File: src/design/hfd_pkg.sv
// Shared types, constants and functions for the humidity/temperature frame decoder.
package hfd_pkg;

    localparam logic [7:0]  CRC_INIT    = 8'hFF;
    localparam logic [7:0]  CRC_POLY    = 8'h31;
    localparam logic [7:0]  CRC_MSB     = 8'h80;

    localparam logic [2:0]  POS_T_HI    = 3'd0;
    localparam logic [2:0]  POS_T_LO    = 3'd1;
    localparam logic [2:0]  POS_T_CRC   = 3'd2;
    localparam logic [2:0]  POS_H_HI    = 3'd3;
    localparam logic [2:0]  POS_H_LO    = 3'd4;
    localparam logic [2:0]  POS_H_CRC   = 3'd5;

    localparam int          QUEUE_DEPTH = 2;

    localparam int          TPROD_W     = 34;
    localparam int          HPROD_W     = 33;
    localparam logic [17:0] TEMP_SCALE  = 18'd175000;
    localparam logic [16:0] HUM_SCALE   = 17'd100000;
    localparam logic [17:0] TEMP_OFFSET = 18'd45000;
    localparam logic [15:0] DIV_CONST   = 16'hFFFF;

    typedef struct packed {
        logic        good;
        logic [15:0] temperature_code;
        logic [15:0] humidity_code;
    } frame_rec_t;

    typedef struct packed {
        logic full;
        logic empty;
    } queue_stat_t;

    function automatic logic [7:0] crc_update(input logic [7:0] crc, input logic [7:0] b);
        logic [7:0] c;
        c = crc ^ b;
        for (int k = 0; k < 8; k++) begin
            if ((c & CRC_MSB) != 8'h00) begin
                c = {c[6:0], 1'b0} ^ CRC_POLY;
            end else begin
                c = {c[6:0], 1'b0};
            end
        end
        return c;
    endfunction

    // floor(x / 65535) for x below 2^34, by folding the high half back twice
    function automatic logic [17:0] div_65535(input logic [TPROD_W-1:0] x);
        logic [17:0] q1;
        logic [18:0] r1;
        logic [2:0]  q2;
        logic [16:0] r2;
        logic        q3;
        q1 = x[TPROD_W-1:16];
        r1 = 19'(x[15:0]) + 19'(q1);
        q2 = r1[18:16];
        r2 = 17'(r1[15:0]) + 17'(q2);
        q3 = (r2 >= 17'(DIV_CONST));
        return q1 + 18'(q2) + 18'(q3);
    endfunction

endpackage

File: src/design/humidity_temp_frame_decoder.sv
// Top level of the humidity/temperature sensor frame decoder.
// Accepts one response byte per cycle (s_tready drops only when the two-record queue is
// full) and returns one result per six-byte frame. With the back end idle, the record
// enters the queue on the edge that accepts the last byte, the constant multiplies are
// registered from the queue head, and the divide-by-65535 fold then loads the result
// register that drives m_tvalid. Each frame is the temperature word, its CRC-8
// (poly 0x31, init 0xFF), the humidity word and its CRC; s_tuser marks the
// first byte. A CRC error reports status 1 and keeps the last good readings.
module humidity_temp_frame_decoder #(
    parameter int QUEUE_DEPTH = hfd_pkg::QUEUE_DEPTH
) (
    input  logic        aclk,
    input  logic        aresetn,
    input  logic        s_tvalid,
    output logic        s_tready,
    input  logic [7:0]  s_tdata,   // [7:0] rx_byte
    input  logic [0:0]  s_tuser,   // [0] frame_start
    output logic        m_tvalid,
    input  logic        m_tready,
    output logic [71:0] m_tdata    // [0] status, [18:1] temperature_milli_c,
                                   // [35:19] humidity_milli_pct, [51:36] temperature_code,
                                   // [67:52] humidity_code, [71:68] zero
);

    hfd_pkg::frame_rec_t  push_rec, pop_rec;
    hfd_pkg::queue_stat_t q_stat;
    logic                 push, pop, s_accept;

    assign s_tready = !q_stat.full;
    assign s_accept = s_tvalid && s_tready;

    hfd_front u_front (
        .aclk        (aclk),
        .aresetn     (aresetn),
        .accept      (s_accept),
        .rx_byte     (s_tdata),
        .frame_start (s_tuser[0]),
        .push        (push),
        .push_rec    (push_rec)
    );

    hfd_queue #(
        .DEPTH (QUEUE_DEPTH)
    ) u_queue (
        .aclk     (aclk),
        .aresetn  (aresetn),
        .push     (push),
        .push_rec (push_rec),
        .pop      (pop),
        .pop_rec  (pop_rec),
        .stat     (q_stat)
    );

    hfd_back u_back (
        .aclk      (aclk),
        .aresetn   (aresetn),
        .rec_valid (!q_stat.empty),
        .rec       (pop_rec),
        .rec_pop   (pop),
        .m_tvalid  (m_tvalid),
        .m_tready  (m_tready),
        .m_tdata   (m_tdata)
    );

    a_queue_state: assert property (@(posedge aclk) disable iff (!aresetn)
        !(q_stat.full && q_stat.empty))
        else $error("queue reports full and empty at once");

    a_push_room: assert property (@(posedge aclk) disable iff (!aresetn)
        push |-> !q_stat.full)
        else $error("frame record pushed into a full queue");

    a_hum_range: assert property (@(posedge aclk) disable iff (!aresetn)
        m_tvalid |-> (m_tdata[35:19] <= 17'd100000))
        else $error("humidity out of range");

    a_pad_zero: assert property (@(posedge aclk) disable iff (!aresetn)
        m_tvalid |-> (m_tdata[71:68] == 4'h0))
        else $error("result padding not zero");

endmodule

File: src/design/hfd_front.sv
// Front end: byte position tracking, CRC check and word assembly; emits one record per frame.
module hfd_front (
    input  logic                aclk,
    input  logic                aresetn,
    input  logic                accept,
    input  logic [7:0]          rx_byte,
    input  logic                frame_start,
    output logic                push,
    output hfd_pkg::frame_rec_t push_rec
);

    logic [2:0]  pos_reg, pos_next;
    logic [7:0]  crc_reg, crc_next;
    logic [15:0] word_reg, word_next;
    logic [15:0] held_reg, held_next;
    logic        fgood_reg, fgood_next;
    logic [2:0]  pos;

    assign pos = frame_start ? hfd_pkg::POS_T_HI : pos_reg;

    always_comb begin
        pos_next   = pos_reg;
        crc_next   = crc_reg;
        word_next  = word_reg;
        held_next  = held_reg;
        fgood_next = fgood_reg;
        push       = 1'b0;
        push_rec.good             = fgood_reg && (crc_reg == rx_byte);
        push_rec.temperature_code = held_reg;
        push_rec.humidity_code    = word_reg;
        if (accept) begin
            pos_next = pos + 3'd1;
            case (pos)
                hfd_pkg::POS_T_HI, hfd_pkg::POS_H_HI: begin
                    crc_next  = hfd_pkg::crc_update(hfd_pkg::CRC_INIT, rx_byte);
                    word_next = {rx_byte, 8'h00};
                end
                hfd_pkg::POS_T_LO, hfd_pkg::POS_H_LO: begin
                    crc_next  = hfd_pkg::crc_update(crc_reg, rx_byte);
                    word_next = {word_reg[15:8], rx_byte};
                end
                hfd_pkg::POS_T_CRC: begin
                    fgood_next = (crc_reg == rx_byte);
                    held_next  = word_reg;
                    crc_next   = hfd_pkg::CRC_INIT;
                end
                default: begin
                    push     = 1'b1;
                    crc_next = hfd_pkg::CRC_INIT;
                    pos_next = hfd_pkg::POS_T_HI;
                end
            endcase
        end
    end

    always_ff @(posedge aclk) begin
        if (!aresetn) begin
            pos_reg   <= hfd_pkg::POS_T_HI;
            crc_reg   <= hfd_pkg::CRC_INIT;
            word_reg  <= 16'h0000;
            held_reg  <= 16'h0000;
            fgood_reg <= 1'b0;
        end else begin
            pos_reg   <= pos_next;
            crc_reg   <= crc_next;
            word_reg  <= word_next;
            held_reg  <= held_next;
            fgood_reg <= fgood_next;
        end
    end

endmodule

File: src/design/hfd_queue.sv
// Short record queue between the front end and the conversion back end.
module hfd_queue #(
    parameter int DEPTH = hfd_pkg::QUEUE_DEPTH
) (
    input  logic                 aclk,
    input  logic                 aresetn,
    input  logic                 push,
    input  hfd_pkg::frame_rec_t  push_rec,
    input  logic                 pop,
    output hfd_pkg::frame_rec_t  pop_rec,
    output hfd_pkg::queue_stat_t stat
);

    localparam int PW = (DEPTH > 1) ? $clog2(DEPTH) : 1;
    localparam int CW = $clog2(DEPTH + 1);

    hfd_pkg::frame_rec_t mem_reg [DEPTH];
    logic [PW-1:0] wr_reg, wr_next;
    logic [PW-1:0] rd_reg, rd_next;
    logic [CW-1:0] cnt_reg, cnt_next;
    logic          do_push, do_pop;

    assign stat.full  = (cnt_reg == CW'(DEPTH));
    assign stat.empty = (cnt_reg == '0);
    assign do_push    = push && !stat.full;
    assign do_pop     = pop && !stat.empty;
    assign pop_rec    = mem_reg[rd_reg];

    always_comb begin
        wr_next  = wr_reg;
        rd_next  = rd_reg;
        cnt_next = cnt_reg;
        if (do_push) begin
            wr_next = (wr_reg == PW'(DEPTH - 1)) ? '0 : wr_reg + PW'(1);
        end
        if (do_pop) begin
            rd_next = (rd_reg == PW'(DEPTH - 1)) ? '0 : rd_reg + PW'(1);
        end
        case ({do_push, do_pop})
            2'b10:   cnt_next = cnt_reg + CW'(1);
            2'b01:   cnt_next = cnt_reg - CW'(1);
            default: cnt_next = cnt_reg;
        endcase
    end

    always_ff @(posedge aclk) begin
        if (do_push) begin
            mem_reg[wr_reg] <= push_rec;
        end
    end

    always_ff @(posedge aclk) begin
        if (!aresetn) begin
            wr_reg  <= '0;
            rd_reg  <= '0;
            cnt_reg <= '0;
        end else begin
            wr_reg  <= wr_next;
            rd_reg  <= rd_next;
            cnt_reg <= cnt_next;
        end
    end

endmodule

File: src/design/hfd_back.sv
// Back end: scale raw words, keep the last good readings and drive the result register.
module hfd_back (
    input  logic                aclk,
    input  logic                aresetn,
    input  logic                rec_valid,
    input  hfd_pkg::frame_rec_t rec,
    output logic                rec_pop,
    output logic                m_tvalid,
    input  logic                m_tready,
    output logic [71:0]         m_tdata
);

    logic                         a_valid_reg, a_valid_next;
    hfd_pkg::frame_rec_t          a_rec_reg;
    logic [hfd_pkg::TPROD_W-1:0]  a_tprod_reg;
    logic [hfd_pkg::HPROD_W-1:0]  a_hprod_reg;
    logic                         a_ready, out_load;

    logic                         m_valid_reg, m_valid_next;
    logic                         status_reg;
    logic [17:0]                  temp_reg, temp_next;
    logic [16:0]                  hum_reg, hum_next;
    logic [15:0]                  tcode_reg, hcode_reg;

    logic [17:0]                  tq, hq;

    assign out_load     = a_valid_reg && (!m_valid_reg || m_tready);
    assign a_ready      = !a_valid_reg || out_load;
    assign rec_pop      = rec_valid && a_ready;
    assign a_valid_next = rec_pop ? 1'b1 : (out_load ? 1'b0 : a_valid_reg);
    assign m_valid_next = out_load ? 1'b1 : (m_tready ? 1'b0 : m_valid_reg);

    assign tq = hfd_pkg::div_65535(a_tprod_reg);
    assign hq = hfd_pkg::div_65535(hfd_pkg::TPROD_W'(a_hprod_reg));

    always_comb begin
        temp_next = temp_reg;
        hum_next  = hum_reg;
        if (out_load && a_rec_reg.good) begin
            temp_next = tq - hfd_pkg::TEMP_OFFSET;
            hum_next  = hq[16:0];
        end
    end

    always_ff @(posedge aclk) begin
        if (rec_pop) begin
            a_rec_reg   <= rec;
            a_tprod_reg <= hfd_pkg::TPROD_W'(rec.temperature_code)
                         * hfd_pkg::TPROD_W'(hfd_pkg::TEMP_SCALE);
            a_hprod_reg <= hfd_pkg::HPROD_W'(rec.humidity_code)
                         * hfd_pkg::HPROD_W'(hfd_pkg::HUM_SCALE);
        end
        if (out_load) begin
            status_reg <= !a_rec_reg.good;
            tcode_reg  <= a_rec_reg.temperature_code;
            hcode_reg  <= a_rec_reg.humidity_code;
        end
    end

    always_ff @(posedge aclk) begin
        if (!aresetn) begin
            a_valid_reg <= 1'b0;
            m_valid_reg <= 1'b0;
            temp_reg    <= '0;
            hum_reg     <= '0;
        end else begin
            a_valid_reg <= a_valid_next;
            m_valid_reg <= m_valid_next;
            temp_reg    <= temp_next;
            hum_reg     <= hum_next;
        end
    end

    assign m_tvalid = m_valid_reg;
    assign m_tdata  = {4'h0, hcode_reg, tcode_reg, hum_reg, temp_reg, status_reg};

endmodule

File: config.mk
export PLATFORM = sky130hd
export DESIGN_NAME = humidity_temp_frame_decoder
export DESIGN_NICKNAME = d
export VERILOG_FILES = /design/src/design/hfd_pkg.sv /design/src/design/humidity_temp_frame_decoder.sv /design/src/design/hfd_front.sv /design/src/design/hfd_queue.sv /design/src/design/hfd_back.sv
export SDC_FILE = /design/constraint.sdc
export NUM_CORES = 1
export LEC_CHECK = 0
export ABC_CLOCK_PERIOD_IN_PS = 19600
export BUFFER_PORTS_ARGS = -buffer_cell sky130_fd_sc_hd__buf_2
export CAP_MARGIN = 10
export CORE_ASPECT_RATIO = 0.9
export CORE_MARGIN = 1
export CORE_UTILIZATION = 30
export DETAILED_ROUTE_END_ITERATION = 16
export GPL_ROUTABILITY_DRIVEN = 0
export GPL_TIMING_DRIVEN = 0
export MAX_ROUTING_LAYER = met4
export PLACE_DENSITY = 0.44
export SLEW_MARGIN = 10
export SYNTH_ARGS = -nofsm -noshare
export SYNTH_HDL_FRONTEND = slang
export SYNTH_SLANG_ARGS = --single-unit
File: constraint.sdc
create_clock -name aclk -period 19.6 [get_ports aclk]
set_clock_uncertainty 0.15 [all_clocks]
set_input_delay 3.92 -clock aclk [delete_from_list [all_inputs] [get_ports aclk]]
set_output_delay 3.92 -clock aclk [all_outputs]
set_load 0.1 [all_outputs]
=== Word level (Yosys, flattened, before mapping) ===
Memories as Yosys holds them, arrays and structs flattened. A register that Yosys moved wholly into a read port is not among the register bits.
Cells that the tools add are included.

* Bits in registers: 210
* Memory bits (writable): 66
* Output and inout bits: 74
* Word-level logic and storage cells: 154
* Memories: 1

{| class="wikitable"
|+ Memories
! memory !! depth !! width !! read ports !! clocked after memory_dff !! write ports !! RTL line !! text
|-
| u_queue.mem_reg || 2 || 33 || 1 || 1 || 1 || hfd_queue.sv:17 || <nowiki>hfd_pkg::frame_rec_t mem_reg [DEPTH];</nowiki>
|}

* $add $sub $neg: 14
* Multiply operators: 2
* Magnitude comparators: 2
* Equal/unequal tests: 8
* Multiplexer cells: 61
* Bitwise gates (word level): 19
* Reduce and logical (&&, ||, !) cells: 26

{| class="wikitable"
|+ Operators by type and width
! operator !! number
|-
| 8-bit 2-to-1 mux || 28
|-
| 6-bit 2-to-1 mux || 16
|-
| 3-bit inverter || 16
|-
| 16-bit by 3-bit adder with 17-bit output || 2
|-
| 17-bit by 16-bit >= comparator with 1-bit output (second input constant) || 2
|-
| 16-bit case mux with 2 select lines || 1
|-
| 16-bit by 15-bit multiplier with 31-bit output (second input constant) || 1
|-
| 16-bit by 12-bit multiplier with 28-bit output (second input constant) || 1
|-
| 16-bit by 18-bit adder with 19-bit output || 1
|-
| 16-bit by 17-bit adder with 18-bit output || 1
|-
| 18-bit by 1-bit adder with 18-bit output || 1
|-
| 18-bit by 3-bit adder with 18-bit output || 1
|-
| 18-bit by 16-bit subtractor with 18-bit output (second input constant) || 1
|-
| 17-bit by 1-bit adder with 17-bit output || 1
|-
| 17-bit by 3-bit adder with 17-bit output || 1
|-
| 8-bit case mux with 2 select lines || 1
|-
| 1-bit 2-to-1 mux || 12
|-
| 8-bit equality test || 1
|-
| 8-bit inverter || 1
|-
| 2-bit nonzero test || 4
|-
| 8-bit bitwise XOR || 1
|-
| 1-bit logical AND || 7
|-
| 3-bit by 2-bit equality test with 1-bit output (second input constant) || 2
|-
| 3-bit 2-to-1 mux || 2
|-
| 18 further kinds || 27
|}

=== Longest topological paths before layout ===
* Depth after elaboration: 32
* Gate-level depth with buffers: 29

=== Hierarchy ===
From an unflattened synthesis, not the netlist that was laid out.

* Cell total of the unflattened synthesis: 1749
* Area total of the unflattened synthesis: 19809.0 um^2

{| class="wikitable"
|+ By module, submodules not included
! module !! instances !! cells an instance !! area an instance (um^2)
|-
| hfd_back || 1 || 1373 || 14920.6
|-
| hfd_queue || 1 || 129 || 2608.8
|-
| hfd_front || 1 || 244 || 2265.9
|-
| humidity_temp_frame_decoder || 1 || 3 || 13.8
|}

=== Least setup slack after synthesis ===
No wires, ideal clock.

* Path kind: input to register
* From: in m_tready
* To: reg u_queue.cnt_reg[1]
* Setup time: 0.076 ns
* Arrival: 9.698 ns
* Data required time: 19.374 ns
* Slack: 9.676 ns
* Stages on the path: 5
* Path buffers: 0
* Path through: nor2b_1 a21oi_1 ha_1 or3_1 a21boi_0

* Longest elaborated chain between the ends: 7
* Elaborated cells between the ends (all ways): 9

{| class="wikitable"
|+ RTL lines
! item !! RTL line !! text
|-
| start: declaration || humidity_temp_frame_decoder.sv:19 || <nowiki>input logic m_tready,</nowiki>
|-
| 1-bit logical OR (*) || hfd_back.sv:27 || <nowiki>assign out_load = a_valid_reg && (!m_valid_reg || m_tready);</nowiki>
|-
| 1-bit logical AND (*) || hfd_back.sv:27 ||
|-
| 1-bit logical OR (*) || hfd_back.sv:28 || <nowiki>assign a_ready = !a_valid_reg || out_load;</nowiki>
|-
| 1-bit logical AND (*) || hfd_back.sv:29 || <nowiki>assign rec_pop = rec_valid && a_ready;</nowiki>
|-
| named net pop || humidity_temp_frame_decoder.sv:27 || <nowiki>logic push, pop, s_accept;</nowiki>
|-
| 1-bit logical AND (*) || hfd_queue.sv:26 || <nowiki>assign do_pop = pop && !stat.empty;</nowiki>
|-
| 2-bit by 1-bit equality test with 1-bit output / 2-bit equality test (equally long branches) || hfd_queue.sv:39 || <nowiki>case ({do_push, do_pop})</nowiki>
|-
| 2-bit case mux with 2 select lines / 2-bit nonzero test (equally long branches) || n/a ||
|-
| end signal: assignment || hfd_queue.sv:60 || <nowiki>cnt_reg <= cnt_next;</nowiki>
|-
| end: declaration || hfd_queue.sv:20 || <nowiki>logic [CW-1:0] cnt_reg, cnt_next;</nowiki>
|}

The timed path passes the listed nets; every way through them passes the cells marked *.
A chain may end at the register's enable or synchronous reset.

==> summary.md <==
| Metric | Value |
|---|---|
| Sequential-to-total area share from yosys stat | `0.3751` |
| Worst hold path class | `reg -> reg` |
| Syn-to-layout area delta | `14.55%` |
| Post-Route WL | `47390 um` |
| EDFF count, synth | `188` |
| Final #Nets | `approximately 2300` |
| Yosys cell types | `69` |
| Worst-skew pair later-pin latency | `0.55 ns` |
| Cts hold-fix bufs | `0` |
| # Max-Cap Violations | `0` |
| Root buffer cell | `clkbuf_16` |
| Ys Warns | `0` |
| Fin. max-slew vios | `0` |
| Final hold viol count | `0` |
| Main synth FF type | `edfxtp_1` |
| H-tree levels | `2` |
| Vias per inst | `4.546` |
| Largest net degree at the start of global routing | `29` |
| Clock buffer depth | `3` |
| Post-Syn Area per Cell | `11.21 um^2` |
| IO Count | `87` |
| Final setup violating endpoints | `0` |
| Post-DP HPWL | `38680 um` |
| Most instantiated library cell after synthesis | `inv_1` |
| CTS clk-pin slew, worst paths | `0.06 ns` |
| Worst Setup End Kind | `flop` |
| Maximum clock frequency | `132.4 MHz` |
| First-pass GRT wire length | `75070 um` |
| WL/cell | `between 15 and 20 um` |
| Placed Cells | `2691` |
| Setup_tns | `0 ns` |
| Grt ovf | `0` |
| Die height | `244.7 um` |
| CP max FO | `10` |
| # rows | `88` |
| Initial Util | `0.3049` |
| Core area | `about 64000 um^2` |
| Crit path kind | `reg -> reg` |
| Layout cells sized above 1 | `0.09689` |
| Dominant cell type by area after synthesis | `edfxtp_1` |
| Final period utilization | `0.3854` |
| DP Area | `21270 um^2` |
| Fin area | `22500 um^2` |
| Antenna viol nets, final | `0` |
| Finished Layout Cells | `2754` |
| Unrepaired setup endpoints after global routing | `no` |
| Total number of vias | `12520` |
| DIE WIDTH | `271.7 um` |
| Max FFs per register | `66` |
| Clock period minus worst slack | `7.553 ns` |
| Drt drc | `0` |
| Initial antenna violation count | `2` |
| Max_slew headroom | `0.4461` |
| DR iter-0 viols | `approximately 540` |
| Ant. Diodes | `0` |
| DRT Pass-1 Iters | `5` |
| Global Route Usage Sum | `0.1495` |
| Startpoint Class | `flop` |
| Register bit count reported by yosys | `around 270` |
| Vias in the first global route | `13130` |
| Post-synth top cells | `inv_1 (264), ha_1 (263), edfxtp_1 (188), fa_1 (137), nand2_1 (121)` |
| TritonCTS clock tree | `done` |
| # resized after CTS | `0` |
| Critical path arrival | `7.66 ns` |
| Post-synthesis cell count | `about 1800` |
| Cts bufs inserted | `36` |
| Synth Cell Area | `19640 um^2` |
| Yosys top cell area share | `0.2874` |
| Worst path required time | `19.71 ns` |
| Postcts setup bufs | `0` |
| Ys async rst share | `0` |
| Synth area leaders | `edfxtp_1 (29%), ha_1 (17%), fa_1 (14%), dfxtp_1 (8.8%), inv_1 (5.0%)` |
| Port bufs | `74` |
| Die area | `66500 um^2` |
| Sinks on Clock Net | `274` |
| Status | `finished, final reports clean` |
| Tightest Pin Transition | `0.8308 ns` |
-- critical path: stages, from the launching register on --
cell and delay [ns]:
dfxtp_1 0.31, clkbuf_1 0.27, buf_1 0.64, mux2i_1 0.61, inv_1 0.34, ha_1 0.37
inv_1 0.07, fa_1 0.48, inv_1 0.05, fa_1 0.51, fa_1 0.44, fa_1 0.55
inv_1 0.06, fa_1 0.42, ha_1 0.38, and3_1 0.25, nand4_1 0.11, o21ai_1 0.30
a311oi_2 0.20, a21oi_1 0.33, nor3_1 0.10, a311o_1 0.36
-- area by class of cell --
cell class              count  area [um^2]
multi-input cells        1173        11130
clock inverters            16        214.0
inverters                 264        991.0
plain buffers              44        187.7
flip-flops and latches    274         7367
clock buffers              47         1010
fillers                  6494        41910
well taps                 855         1070
repair buffers             81        525.5
-- layer usage --
metal | wire length (um) | part of all wire | GRT usage | up-vias
li1 | - | - | - | 6269
met1 | 25130 | 0.53 | 0.2164 | 5993
met2 | 19730 | 0.42 | 0.2192 | 192
met3 | 1579 | 0.033 | 0.01957 | 67
met4 | 953 | 0.020 | 0.03701 | 0
met5 | 0 | 0 | - | -
-- cell usage in the layout, fill, tap and decap left out, types with 49 or more instances in the layout --
master    count
ha_1        263
o21ai_0      51
buf_2        76
edfxtp_1    188
nor2_1       55
dfxtp_1      86
nand2_1     121
a21oi_1      49
fa_1        137
inv_1       264
xor2_1       51
xnor2_1      73
-- cell families (layout without fill, tap and decap cells) --
kind of cell / count (synthesis) / after routing / synth area share
compound gates: 277 / 277 / 0.09957
xor+xnor: 124 / 124 / 0.05530
fa+ha+maj: 400 / 400 / 0.3072
buf+inv: 308 / 452 / 0.06001
flops: 274 / 274 / 0.3751
mux: 43 / 43 / 0.02332
other cells: 1 / 4 / 0.0001909
simple gates: 325 / 325 / 0.07931
-- stage by stage --
stage	utilization	setup WS [ns]	hold WS (ns)
finish	0.3493	12.05	0.2639
global route	0.3493	11.52	0.2738
CTS	0.3493	11.85	0.2656
detailed placement	0.3303	11.86	0.2545
global placement	0.3274	6.615	0.2540
floorplan	-	9.676	0.2503
-- worst paths after layout --
check | startpoint | to | slack (ns) | depth (start not counted)
max reg2reg | flop | u_back.a_tprod_reg[30] | 12.05 | 21
min | u_back.a_rec_reg[27] | u_back.tcode_reg[11] | 0.26 | 0
max | flop | u_back.a_tprod_reg[30] | 12.05 | 21
min reg2reg | u_back.a_rec_reg[27] | u_back.tcode_reg[11] | 0.26 | 0
Power is not shown: default switching activity piles up to over one toggle a cycle in this logic, so the estimate is an artifact.
